==> src/rtl/core/sbpe_pkg.sv <==
`timescale 1ns / 1ps
`default_nettype none
package sbpe_pkg;

  localparam logic [2:0] ACT_MOVE   = 3'd0;
  localparam logic [2:0] ACT_STOP   = 3'd1;
  localparam logic [2:0] ACT_SET_ID = 3'd2;
  localparam logic [2:0] ACT_LIMIT  = 3'd3;
  localparam logic [2:0] ACT_LOAD   = 3'd4;
  localparam logic [2:0] ACT_UNLOAD = 3'd5;
  localparam logic [2:0] ACT_READ   = 3'd6;
  localparam logic [2:0] ACT_RX     = 3'd7;

  localparam logic [7:0] HDR       = 8'h55;
  localparam logic [7:0] CMD_MOVE  = 8'h01;
  localparam logic [7:0] CMD_STOP  = 8'h0C;
  localparam logic [7:0] CMD_ID    = 8'h0D;
  localparam logic [7:0] CMD_LIMIT = 8'h14;
  localparam logic [7:0] CMD_POS   = 8'h1C;
  localparam logic [7:0] CMD_LOAD  = 8'h1F;

  localparam logic [15:0] ANGLE_MAX = 16'd1000;
  localparam logic [15:0] TIME_MAX  = 16'd30000;
  localparam logic [7:0]  ID_MAX    = 8'd253;
  localparam logic [7:0]  ID_RESET  = 8'd1;

  localparam logic [1:0] ST_OK      = 2'd0;
  localparam logic [1:0] ST_HEADER  = 2'd1;
  localparam logic [1:0] ST_MISMATCH = 2'd2;
  localparam logic [1:0] ST_CHECKSUM = 2'd3;

  localparam logic [2:0] REPLY_STORED = 3'd7;

  typedef struct packed {
    logic [2:0]  action;
    logic [15:0] angle;
    logic [15:0] second_angle;
    logic [15:0] time_ms;
    logic [7:0]  new_id;
    logic [7:0]  rx_byte;
  } cmd_t;

  typedef struct packed {
    logic        kind;
    logic [7:0]  tx_byte;
    logic        frame_last;
    logic [1:0]  read_status;
    logic [15:0] read_angle;
  } res_t;

  // One frame or one read result, handed from front to back.
  typedef struct packed {
    logic            is_read;
    logic [7:0]      cmd;
    logic [7:0]      id;
    logic [2:0]      nprm;
    logic [3:0][7:0] prm;
    logic [7:0]      chk;
    logic [1:0]      status;
    logic [15:0]     angle;
  } job_t;

endpackage
`default_nettype wire

==> src/rtl/core/sbpe_job_fifo.sv <==
`timescale 1ns / 1ps
`default_nettype none
module sbpe_job_fifo import sbpe_pkg::*; (
  input  wire logic clk,
  input  wire logic rst,
  input  wire logic push,
  input  wire job_t wdata,
  output logic      full,
  input  wire logic pop,
  output job_t      rdata,
  output logic      empty
);

  job_t       mem [2];
  logic       wptr;
  logic       rptr;
  logic [1:0] count;

  assign full  = (count == 2'd2);
  assign empty = (count == 2'd0);
  assign rdata = mem[rptr];

  always_ff @(posedge clk) begin
    if (push && !full) begin
      mem[wptr] <= wdata;
    end
  end

  always_ff @(posedge clk) begin
    if (rst) begin
      wptr  <= 1'b0;
      rptr  <= 1'b0;
      count <= 2'd0;
    end else begin
      if (push && !full) begin
        wptr <= ~wptr;
      end
      if (pop && !empty) begin
        rptr <= ~rptr;
      end
      count <= count + {1'b0, (push && !full)} - {1'b0, (pop && !empty)};
    end
  end

endmodule
`default_nettype wire

==> src/rtl/core/sbpe_front.sv <==
`timescale 1ns / 1ps
`default_nettype none
module sbpe_front import sbpe_pkg::*; (
  input  wire logic       clk,
  input  wire logic       rst,
  input  wire logic       accept,
  input  wire cmd_t       item,
  input  wire logic       cfg_write,
  input  wire logic [7:0] cfg_id,
  output logic            job_push,
  output job_t            job
);

  logic [7:0] current_id;
  logic       awaiting;
  logic [2:0] reply_count;
  logic [7:0] reply_bytes [7];

  logic       job_ok;
  logic [15:0] a_cl;
  logic [15:0] t_cl;
  logic [7:0] frame_sum;
  logic [7:0] reply_sum;
  logic [2:0] len;

  always_comb begin
    a_cl = (item.angle > ANGLE_MAX) ? ANGLE_MAX : item.angle;
    t_cl = (item.time_ms > TIME_MAX) ? TIME_MAX : item.time_ms;
    reply_sum = reply_bytes[2] + reply_bytes[3] + reply_bytes[4] + reply_bytes[5]
              + reply_bytes[6];

    job        = '0;
    job.id     = current_id;
    job_ok     = 1'b0;
    case (item.action)
      ACT_MOVE: begin
        job_ok   = 1'b1;
        job.cmd  = CMD_MOVE;
        job.nprm = 3'd4;
        job.prm  = {t_cl[15:8], t_cl[7:0], a_cl[15:8], a_cl[7:0]};
      end
      ACT_STOP: begin
        job_ok  = 1'b1;
        job.cmd = CMD_STOP;
      end
      ACT_SET_ID: begin
        job_ok     = (item.new_id <= ID_MAX);
        job.cmd    = CMD_ID;
        job.nprm   = 3'd1;
        job.prm[0] = item.new_id;
      end
      ACT_LIMIT: begin
        job_ok   = (item.angle < item.second_angle) && (item.second_angle <= ANGLE_MAX);
        job.cmd  = CMD_LIMIT;
        job.nprm = 3'd4;
        job.prm  = {item.second_angle[15:8], item.second_angle[7:0],
                    item.angle[15:8], item.angle[7:0]};
      end
      ACT_LOAD, ACT_UNLOAD: begin
        job_ok     = 1'b1;
        job.cmd    = CMD_LOAD;
        job.nprm   = 3'd1;
        job.prm[0] = {7'd0, (item.action == ACT_LOAD)};
      end
      ACT_READ: begin
        job_ok  = 1'b1;
        job.cmd = CMD_POS;
      end
      ACT_RX: begin
        // The eighth reply byte is the checksum: judge the stored reply now.
        job_ok      = awaiting && (reply_count == REPLY_STORED);
        job.is_read = 1'b1;
        if (reply_bytes[0] != HDR || reply_bytes[1] != HDR) begin
          job.status = ST_HEADER;
        end else if (reply_bytes[2] != current_id || reply_bytes[4] != CMD_POS) begin
          job.status = ST_MISMATCH;
        end else if (item.rx_byte != ~reply_sum) begin
          job.status = ST_CHECKSUM;
        end else begin
          job.status = ST_OK;
          job.angle  = {reply_bytes[6], reply_bytes[5]};
        end
      end
      default: begin
        job_ok = 1'b0;
      end
    endcase

    len       = job.nprm + 3'd3;
    frame_sum = job.id + {5'd0, len} + job.cmd + job.prm[0] + job.prm[1]
              + job.prm[2] + job.prm[3];
    job.chk   = ~frame_sum;
  end

  assign job_push = accept && job_ok;

  always_ff @(posedge clk) begin
    if (accept && item.action == ACT_RX && awaiting && reply_count != REPLY_STORED) begin
      reply_bytes[reply_count] <= item.rx_byte;
    end
  end

  always_ff @(posedge clk) begin
    if (rst) begin
      current_id  <= ID_RESET;
      awaiting    <= 1'b0;
      reply_count <= 3'd0;
    end else if (cfg_write) begin
      current_id <= cfg_id;
    end else if (accept) begin
      case (item.action)
        ACT_SET_ID: begin
          awaiting <= 1'b0;
          if (job_ok) begin
            current_id <= item.new_id;
          end
        end
        ACT_READ: begin
          awaiting    <= 1'b1;
          reply_count <= 3'd0;
        end
        ACT_RX: begin
          if (awaiting) begin
            if (reply_count == REPLY_STORED) begin
              awaiting    <= 1'b0;
              reply_count <= 3'd0;
            end else begin
              reply_count <= reply_count + 3'd1;
            end
          end
        end
        default: begin
          awaiting <= 1'b0;
        end
      endcase
    end
  end

endmodule
`default_nettype wire

==> src/rtl/core/sbpe_back.sv <==
`timescale 1ns / 1ps
`default_nettype none
module sbpe_back import sbpe_pkg::*; (
  input  wire logic clk,
  input  wire logic rst,
  input  wire job_t job,
  input  wire logic job_empty,
  output logic      job_pop,
  output res_t      result,
  output logic      empty,
  input  wire logic pop
);

  logic [3:0] idx;
  logic       out_valid;
  logic       advance;
  logic       last;
  logic [3:0] total;
  logic [3:0] chk_idx;
  logic [1:0] prm_idx;
  res_t       res_next;

  assign empty   = !out_valid;
  assign advance = !job_empty && (!out_valid || pop);
  assign job_pop = advance && last;

  always_comb begin
    total   = {1'b0, job.nprm} + 4'd6;
    chk_idx = {1'b0, job.nprm} + 4'd5;
    prm_idx = 2'(idx - 4'd5);
    last    = job.is_read || (idx == total - 4'd1);

    res_next            = '0;
    res_next.kind       = job.is_read;
    res_next.frame_last = last;
    if (job.is_read) begin
      res_next.read_status = job.status;
      res_next.read_angle  = job.angle;
    end else if (idx < 4'd2) begin
      res_next.tx_byte = HDR;
    end else if (idx == 4'd2) begin
      res_next.tx_byte = job.id;
    end else if (idx == 4'd3) begin
      res_next.tx_byte = {5'd0, job.nprm + 3'd3};
    end else if (idx == 4'd4) begin
      res_next.tx_byte = job.cmd;
    end else if (idx == chk_idx) begin
      res_next.tx_byte = job.chk;
    end else begin
      res_next.tx_byte = job.prm[prm_idx];
    end
  end

  always_ff @(posedge clk) begin
    if (advance) begin
      result <= res_next;
    end
  end

  always_ff @(posedge clk) begin
    if (rst) begin
      idx       <= 4'd0;
      out_valid <= 1'b0;
    end else begin
      if (advance) begin
        out_valid <= 1'b1;
        idx       <= last ? 4'd0 : idx + 4'd1;
      end else if (pop) begin
        out_valid <= 1'b0;
      end
    end
  end

endmodule
`default_nettype wire

==> src/rtl/core/servo_bus_packet_engine.sv <==
`timescale 1ns / 1ps
`default_nettype none
// Channel   Handshake          Payload
// command   push / full        cmd_t   (action, angles, time, new id, rx byte)
// result    pop / empty        res_t   (kind, tx byte, last flag, status, angle)
// config    cfg_valid/ready    cfg_data (start id, loaded into current id)
//
// A frame leaves one byte per cycle unless results stall, 6 to 10 bytes per
// command; a read result is one item. The byte serializer sets this rate.
// The front classifies and updates the id and reply state as soon as an item
// is taken; a two-entry job queue lets it run ahead while the result side
// stalls. Reset is synchronous; current id returns to 1 and no reply is armed.
module servo_bus_packet_engine import sbpe_pkg::*; (
  input  wire logic       clk,
  input  wire logic       rst,
  input  wire logic       push,
  output logic            full,
  input  wire cmd_t       command,
  output logic            empty,
  input  wire logic       pop,
  output res_t            result,
  input  wire logic       cfg_valid,
  output logic            cfg_ready,
  input  wire logic [7:0] cfg_data
);

  logic job_push;
  logic job_pop;
  logic job_empty;
  job_t job_in;
  job_t job_head;

  assign cfg_ready = 1'b1;

  sbpe_front u_front (
    .clk       (clk),
    .rst       (rst),
    .accept    (push && !full),
    .item      (command),
    .cfg_write (cfg_valid && cfg_ready),
    .cfg_id    (cfg_data),
    .job_push  (job_push),
    .job       (job_in)
  );

  sbpe_job_fifo u_fifo (
    .clk   (clk),
    .rst   (rst),
    .push  (job_push),
    .wdata (job_in),
    .full  (full),
    .pop   (job_pop),
    .rdata (job_head),
    .empty (job_empty)
  );

  sbpe_back u_back (
    .clk       (clk),
    .rst       (rst),
    .job       (job_head),
    .job_empty (job_empty),
    .job_pop   (job_pop),
    .result    (result),
    .empty     (empty),
    .pop       (pop)
  );

endmodule
`default_nettype wire
==> config.mk <==
export PLATFORM = sky130hd
export DESIGN_NAME = servo_bus_packet_engine
export DESIGN_NICKNAME = d
export VERILOG_FILES = /design/src/rtl/core/sbpe_pkg.sv /design/src/rtl/core/sbpe_job_fifo.sv /design/src/rtl/core/sbpe_front.sv /design/src/rtl/core/sbpe_back.sv /design/src/rtl/core/servo_bus_packet_engine.sv
export SDC_FILE = /design/constraint.sdc
export NUM_CORES = 1
export LEC_CHECK = 0
export ABC_AREA = 1
export ABC_CLOCK_PERIOD_IN_PS = 5360
export BUFFER_PORTS_ARGS = -buffer_cell sky130_fd_sc_hd__buf_2
export CAP_MARGIN = 0
export CORE_UTILIZATION = 33
export CTS_CLUSTER_DIAMETER = 50
export DETAILED_ROUTE_END_ITERATION = 6
export PLACE_DENSITY = 0.47
export RECOVER_POWER = 25
export SLEW_MARGIN = 30
export SYNTH_ARGS = -nofsm -noshare
export SYNTH_HDL_FRONTEND = slang
export SYNTH_HIERARCHICAL = 1
export SYNTH_SLANG_ARGS = --single-unit
==> constraint.sdc <==
create_clock -name clk -period 5.36 [get_ports clk]
set_clock_uncertainty 0.15 [all_clocks]
set_input_delay 0 -clock clk [delete_from_list [all_inputs] [get_ports clk]]
set_output_delay 0 -clock clk [all_outputs]
set_load 0.01 [all_outputs]
Word-level counts from Yosys, hierarchy flattened
Memory sizes are Yosys's and may differ from the RTL's. A register that Yosys moved wholly into a read port is not among the register bits.
Cells that the tools add are included.

cells by class
  $add $sub $neg = 20
  magnitude comparators = 7
  equal/unequal tests = 21
  multiplexer cells = 41
  bitwise operators = 5
  reduce and logical (&&, ||, !) cells = 33

operators with widths
  operator                                                                            number
  16-bit two-way mux                                                                  5
  8-bit two-way mux                                                                   9
  8-bit adder                                                                         8
  24-bit case mux with 2 select lines                                                 1
  8-bit case mux with 4 select lines                                                  1
  5-bit case mux with 6 select lines                                                  1
  18-bit two-way mux                                                                  1
  8-bit binary-select mux with 2-bit select                                           1
  16-bit by 10-bit > comparator with 1-bit output, second input constant              1
  16-bit by 15-bit > comparator with 1-bit output, second input constant              1
  16-bit by 10-bit less-or-equal comparator with 1-bit output, second input constant  1
  16-bit less-than comparator                                                         1
  8-bit by 7-bit inequality test with 1-bit output, second input constant             2
  8-bit inequality test                                                               2
  8-bit inverter                                                                      2
  3-bit equality test, second input constant                                          5
  3-bit case mux with 2 select lines                                                  2
  1-bit logical AND                                                                   11
  1-bit two-way mux                                                                   11
  2-bit nonzero test                                                                  5
  3-bit by 3-bit adder with 4-bit output, second input constant                       2
  8-bit by 3-bit adder with 8-bit output                                              1
  8-bit by 5-bit adder with 8-bit output                                              1
  4-bit by 2-bit equality test with 1-bit output, second input constant               2
  35 further kinds                                                                    50

storage, ports and cells
  register bits = 49
  RAM bits = 206
  bits of input ports = 80
  word-level logic and storage cells = 143
  memories = 2

memories
  name                 depth  bits a word  read ports  clocked after memory_dff  wr ports  line                 source
  u_fifo.mem           2      75           1           1                         1         sbpe_job_fifo.sv:14  job_t mem [2];
  u_front.reply_bytes  7      8            7           0                         1         sbpe_front.sv:17     logic [7:0] reply_bytes [7];

Depth between registers and ports, before layout
  depth after elaboration = 11
  depth in mapped cells = 30

Modules after synthesis
The synthesis kept the hierarchy.

by module, submodules not included
  module                   instances  cells each  area each (µm²)  sequential area each (µm²)
  sbpe_job_fifo            1          283         5,963.2          4,784.6
  sbpe_front               1          711         5,914.4          1,921.8
  sbpe_back                1          263         2,037.0          940.9
  servo_bus_packet_engine  1          4           21.3             0.0

Least setup slack after synthesis
Ideal clock, no wire load.

  path kind = register -> register
  start point = reg u_front.reply_count[1]
  end point = mem u_fifo/mem[0][0] (netlist bit), enable pin
  library setup time = 514 ps
  arrival time = 4,385 ps
  required time = 4,696 ps
  setup slack = 311 ps
  cell stages (with the launch flop) = 9
  path buffers = 0
  clock period less this slack = 5,049 ps
  cells stage by stage = dfxtp_1 ha_1 ha_1 inv_1 o21ai_0 a21oi_1 nor2_1 nand2_1 nor2_1

on the way
  cells in the longest elaborated chain, start to end = 7

RTL lines
  item                                     line                           source
  start, declared                          sbpe_front.sv:16               logic [2:0] reply_count;
  start signal, assigned                   sbpe_front.sv:128              reply_count <= reply_count + 3'd1;
  3-bit equality test                      sbpe_front.sv:71               job_ok = awaiting && (reply_count == REPLY_STORED);
  1-bit logical AND                        sbpe_front.sv:71
  1-bit case mux with 4 select lines       sbpe_front.sv:35               case (item.action)
  1-bit logical AND                        sbpe_front.sv:95               assign job_push = accept && job_ok;
  net job_push                             servo_bus_packet_engine.sv:27  logic job_push;
  1-bit logical AND                        sbpe_job_fifo.sv:24            if (push && !full) begin
  1-bit two-way mux                        sbpe_job_fifo.sv:24
  1-bit two-way mux (implied by the code)  sbpe_job_fifo.sv:25            mem[wptr] <= wdata;
  end, declared                            sbpe_job_fifo.sv:14

The timed path passes the listed nets, and every way through them passes these cells.

==> summary.txt <==
I/O pins: 111
CTS clk-pin slew, worst paths: 0.05 ns
Tcrit/Tclk final: 94.59%
Die H: 207.5 um
RSZ-0062 raised after global routing: false
Placed Area: 0.01515 mm2
gr usage total: 17.36%
Port-buffer cells: 109
pin count of the biggest net entering global routing: 39
Worst path max stage delay: 0.58 ns
Critical Path RT: 5.48 ns
crit path DAT: 5.19 ns
most numerous cell on the critical path: inv_1
Slowest-stage cell, CP: dlygate4sd3_1
Worst Reg-to-Reg Cells: 15
Slew Limit Fails: 34
fillers: 3923
top cells by count, synth: 240 x edfxtp_1, 236 x nand2_1, 204 x inv_1, 75 x nor2_1, 59 x nand3_1
DR vias/cell: 4.662
total power: 7072 uW
min-delay worst type: in -> reg
Top FF cell, synth: edfxtp_1
Remaining DRCs: 0
asr flop ratio synth: 0%
Post-synth EDFFs: 240
vias: 9603
Setup Crit Path Kind: in -> reg
critical path's top delay family: adder cells
clock latency on the worst-skew pair: 0.53 ns
Final nets: 1672
Mapped Area: 0.01394 mm2
Rel. slew slack: -38.84%
antenna-violating nets left: 0
die width: 207.5 um
switch share: 31.49%
DRT Wirelength: 36520 um
Root Driver: clkbuf_16
final hold violation count: 0
Yosys reg bits: 262
final setup vio count: 0
critical-path maximum fanout: 8
worst ir drop on vdd: 0.0003322 V
Final GP Congestion: 0.8946
failing checks: capacitance limit, slew limit
vias in the first global route: 9911
synth top area cells: edfxtp_1 52%, fa_1 6.6%, nand2_1 6.4%, inv_1 5.5%, mux2_2 4.7%
Critical path buffers and inverters: 10
Cell variety after synth: 51
leakage power total: 0.007194 uW
max_cap viols: 1
global-route wire length before repair: 57000 um
hold_sp: command[19]
clock buffer depth: 3
Post-DP HPWL: 26480 um
highest clock rate: 0.1972 GHz
sequential share of power: 39.7%
Worst-Margin Slew: 2.083 ns
most common cell in the synthesized netlist: edfxtp_1
clock network power share: 32.6%
Final Critical Period: 5.070 ns
design area: 0.01729 mm2
num rows: 74
Synth Warn #: 6
Synth Area per Inst: 11.05 um2
Synth top area share: 51.71%
R2R Setup Slk: 0.85 ns
Comb pwr share: 27.7%
CTS tree: built
post-synthesis cell count: 1261
Critical R2R Capture: u_fifo/mem[1][15]
DRT iter0 DRCs: 710
hold depth: 3
wire per inst: 17.73 um
Sum Neg Setup Slack: 0 ns
total grt overflow: 0
Startpoint Class: input pin
capturing element type of the critical path: flip-flop
Worst Hold End: u_fifo/mem[1][45]
die area: 0.04306 mm2
CTS Buf Count: 36
pwr/cell area: 408.9 mW/mm2
Core ar.: 0.04120 mm2
outcome: finished with violations
Sink Count: 262
share of the core filled with cells: 41.97%
initial antenna violation count: 2
sequential share of the synthesized area: 54.88%
Int Power: 4845 uW
Area Overhead vs Synth: 24.10%
reg2reg start: u_front/reply_bytes[6][1]
Initial Utilization: 33.82%
Sw Pwr: 2227 uW
dominant cell type by area after synthesis: edfxtp_1
DR pass1 iterations: 5
layout cell share with drive strength beyond 1: 18.43%
CTS H-tree lvls: 2
[registers in the layout (all words and copies together) (netlist names), named ones only]
signal	count
u_front/current_id	8
u_fifo/rptr	1
u_fifo/wptr	1
u_fifo/mem	156
u_back/idx	4
u_back/out_valid	1
u_front/awaiting	1
u_fifo/count	2
u_front/reply_bytes	56
u_back/result	28
u_front/reply_count	3
[cell usage in the layout, fill, tap and decap left out, types with 8 or more instances in the layout]
cell type / count
edfxtp_1: 240
nand2_1: 235
inv_1: 202
dlygate4sd3_1: 96
nor2_1: 74
buf_2: 69
nand3_1: 59
mux2_2: 58
clkbuf_1: 46
a21oi_1: 46
fa_1: 46
ha_1: 44
clkbuf_16: 36
o21ai_0: 31
dfxtp_1: 21
mux2_4: 20
nor2_2: 17
buf_4: 17
nand4_1: 15
nor3_1: 13
inv_2: 9
xnor2_1: 9
nand2_2: 8
xor2_1: 8
[worst min-delay path, stage by stage]
cell and delay, ns:
buf_2 0.10, nand3_1 0.07, o21ai_0 0.31
[metrics by stage]
| step | setup WS (ns) | cells | hold slack [ns] |
|---|---|---|---|
| floorplan | 0.3108 | 1264 | -0.08093 |
| global placement | 0.4891 | 1894 | 0.1250 |
| detailed placement | 0.3786 | 1894 | 0.1310 |
| CTS | 0.08853 | 2054 | 0.004436 |
| global route | 0.0009881 | 2059 | 0.05284 |
| finish | 0.2902 | 2060 | 0.01585 |
[layout make-up]
type	instances	area, um2	area share [%]
antenna	3	7.507	0.04341
timing repair buffer	225	1595	9.224
clock inverter	24	240.2	1.389
inverter	215	827.0	4.782
clock buffer	40	925.9	5.354
tap	532	665.6	3.849
sequential	262	7651	44.24
multi-input combinational	759	5381	31.12
[per-layer routing]
layer,wire length [um],vias up,share of wire (%),GRT usage (%)
li1,-,4707,-,-
met1,17590,4595,48,24.50
met2,16110,232,44,26.76
met3,1776,69,4.9,2.920
met4,1041,0,2.9,6.305
met5,0,-,0,0
[power groups by stage]
stage | registers (uW) | logic, uW | clock network [uW]
after global placement | 2830 | 1910 | 0
final | 2800 | 1960 | 2310
after detailed placement | 2840 | 1910 | 0
after floorplan | 2880 | 1230 | 0
after CTS | 2800 | 1980 | 2370
after global routing | 2840 | 2190 | 2450
[cells by family (layout without fill, tap and decap cells)]
kind of cell               after synthesis  count (layout)  share of synthesized area (%)
AOI/OAI and AO/OA                      120             120                          5.055
xor gates and xnor gates                17              17                          1.068
adders and majority gates               93              93                          10.83
buffers and inverters                  243             504                          7.227
DFF                                    262             262                          54.88
muxes                                   78              78                          6.841
other                                    2               8                        0.05389
and+or+nand+nor                        446             446                          14.05
[worst max-delay path by stage]
stage / startpoint / endpoint / slack [ns] / depth (start not counted)
after global placement: command[65] / u_fifo/mem[0][25] / 0.49 / 22
after detailed placement: command[66] / u_fifo/mem[0][25] / 0.38 / 26
after global routing: command[66] / u_fifo/mem[0][25] / 0.001 / 29
final: command[66] / u_fifo/mem[0][25] / 0.29 / 29
after floorplan: u_front/reply_count[1] / u_fifo/mem[0][0] / 0.31 / 8
after CTS: command[66] / u_fifo/mem[0][25] / 0.09 / 29
[repair_timing]
| action | 4_1_cts | 5_1_grt |
|---|---|---|
| hold buffers | 96 | 0 |
| setup buffers | 0 | 3 |
| gates resized for setup | 0 | 10 |
| endpoints found under the hold margin | 150 | 0 |
| setup endpoints to repair | 0 | 2 |
No activity file was read; power rests on OpenSTA's default activity.
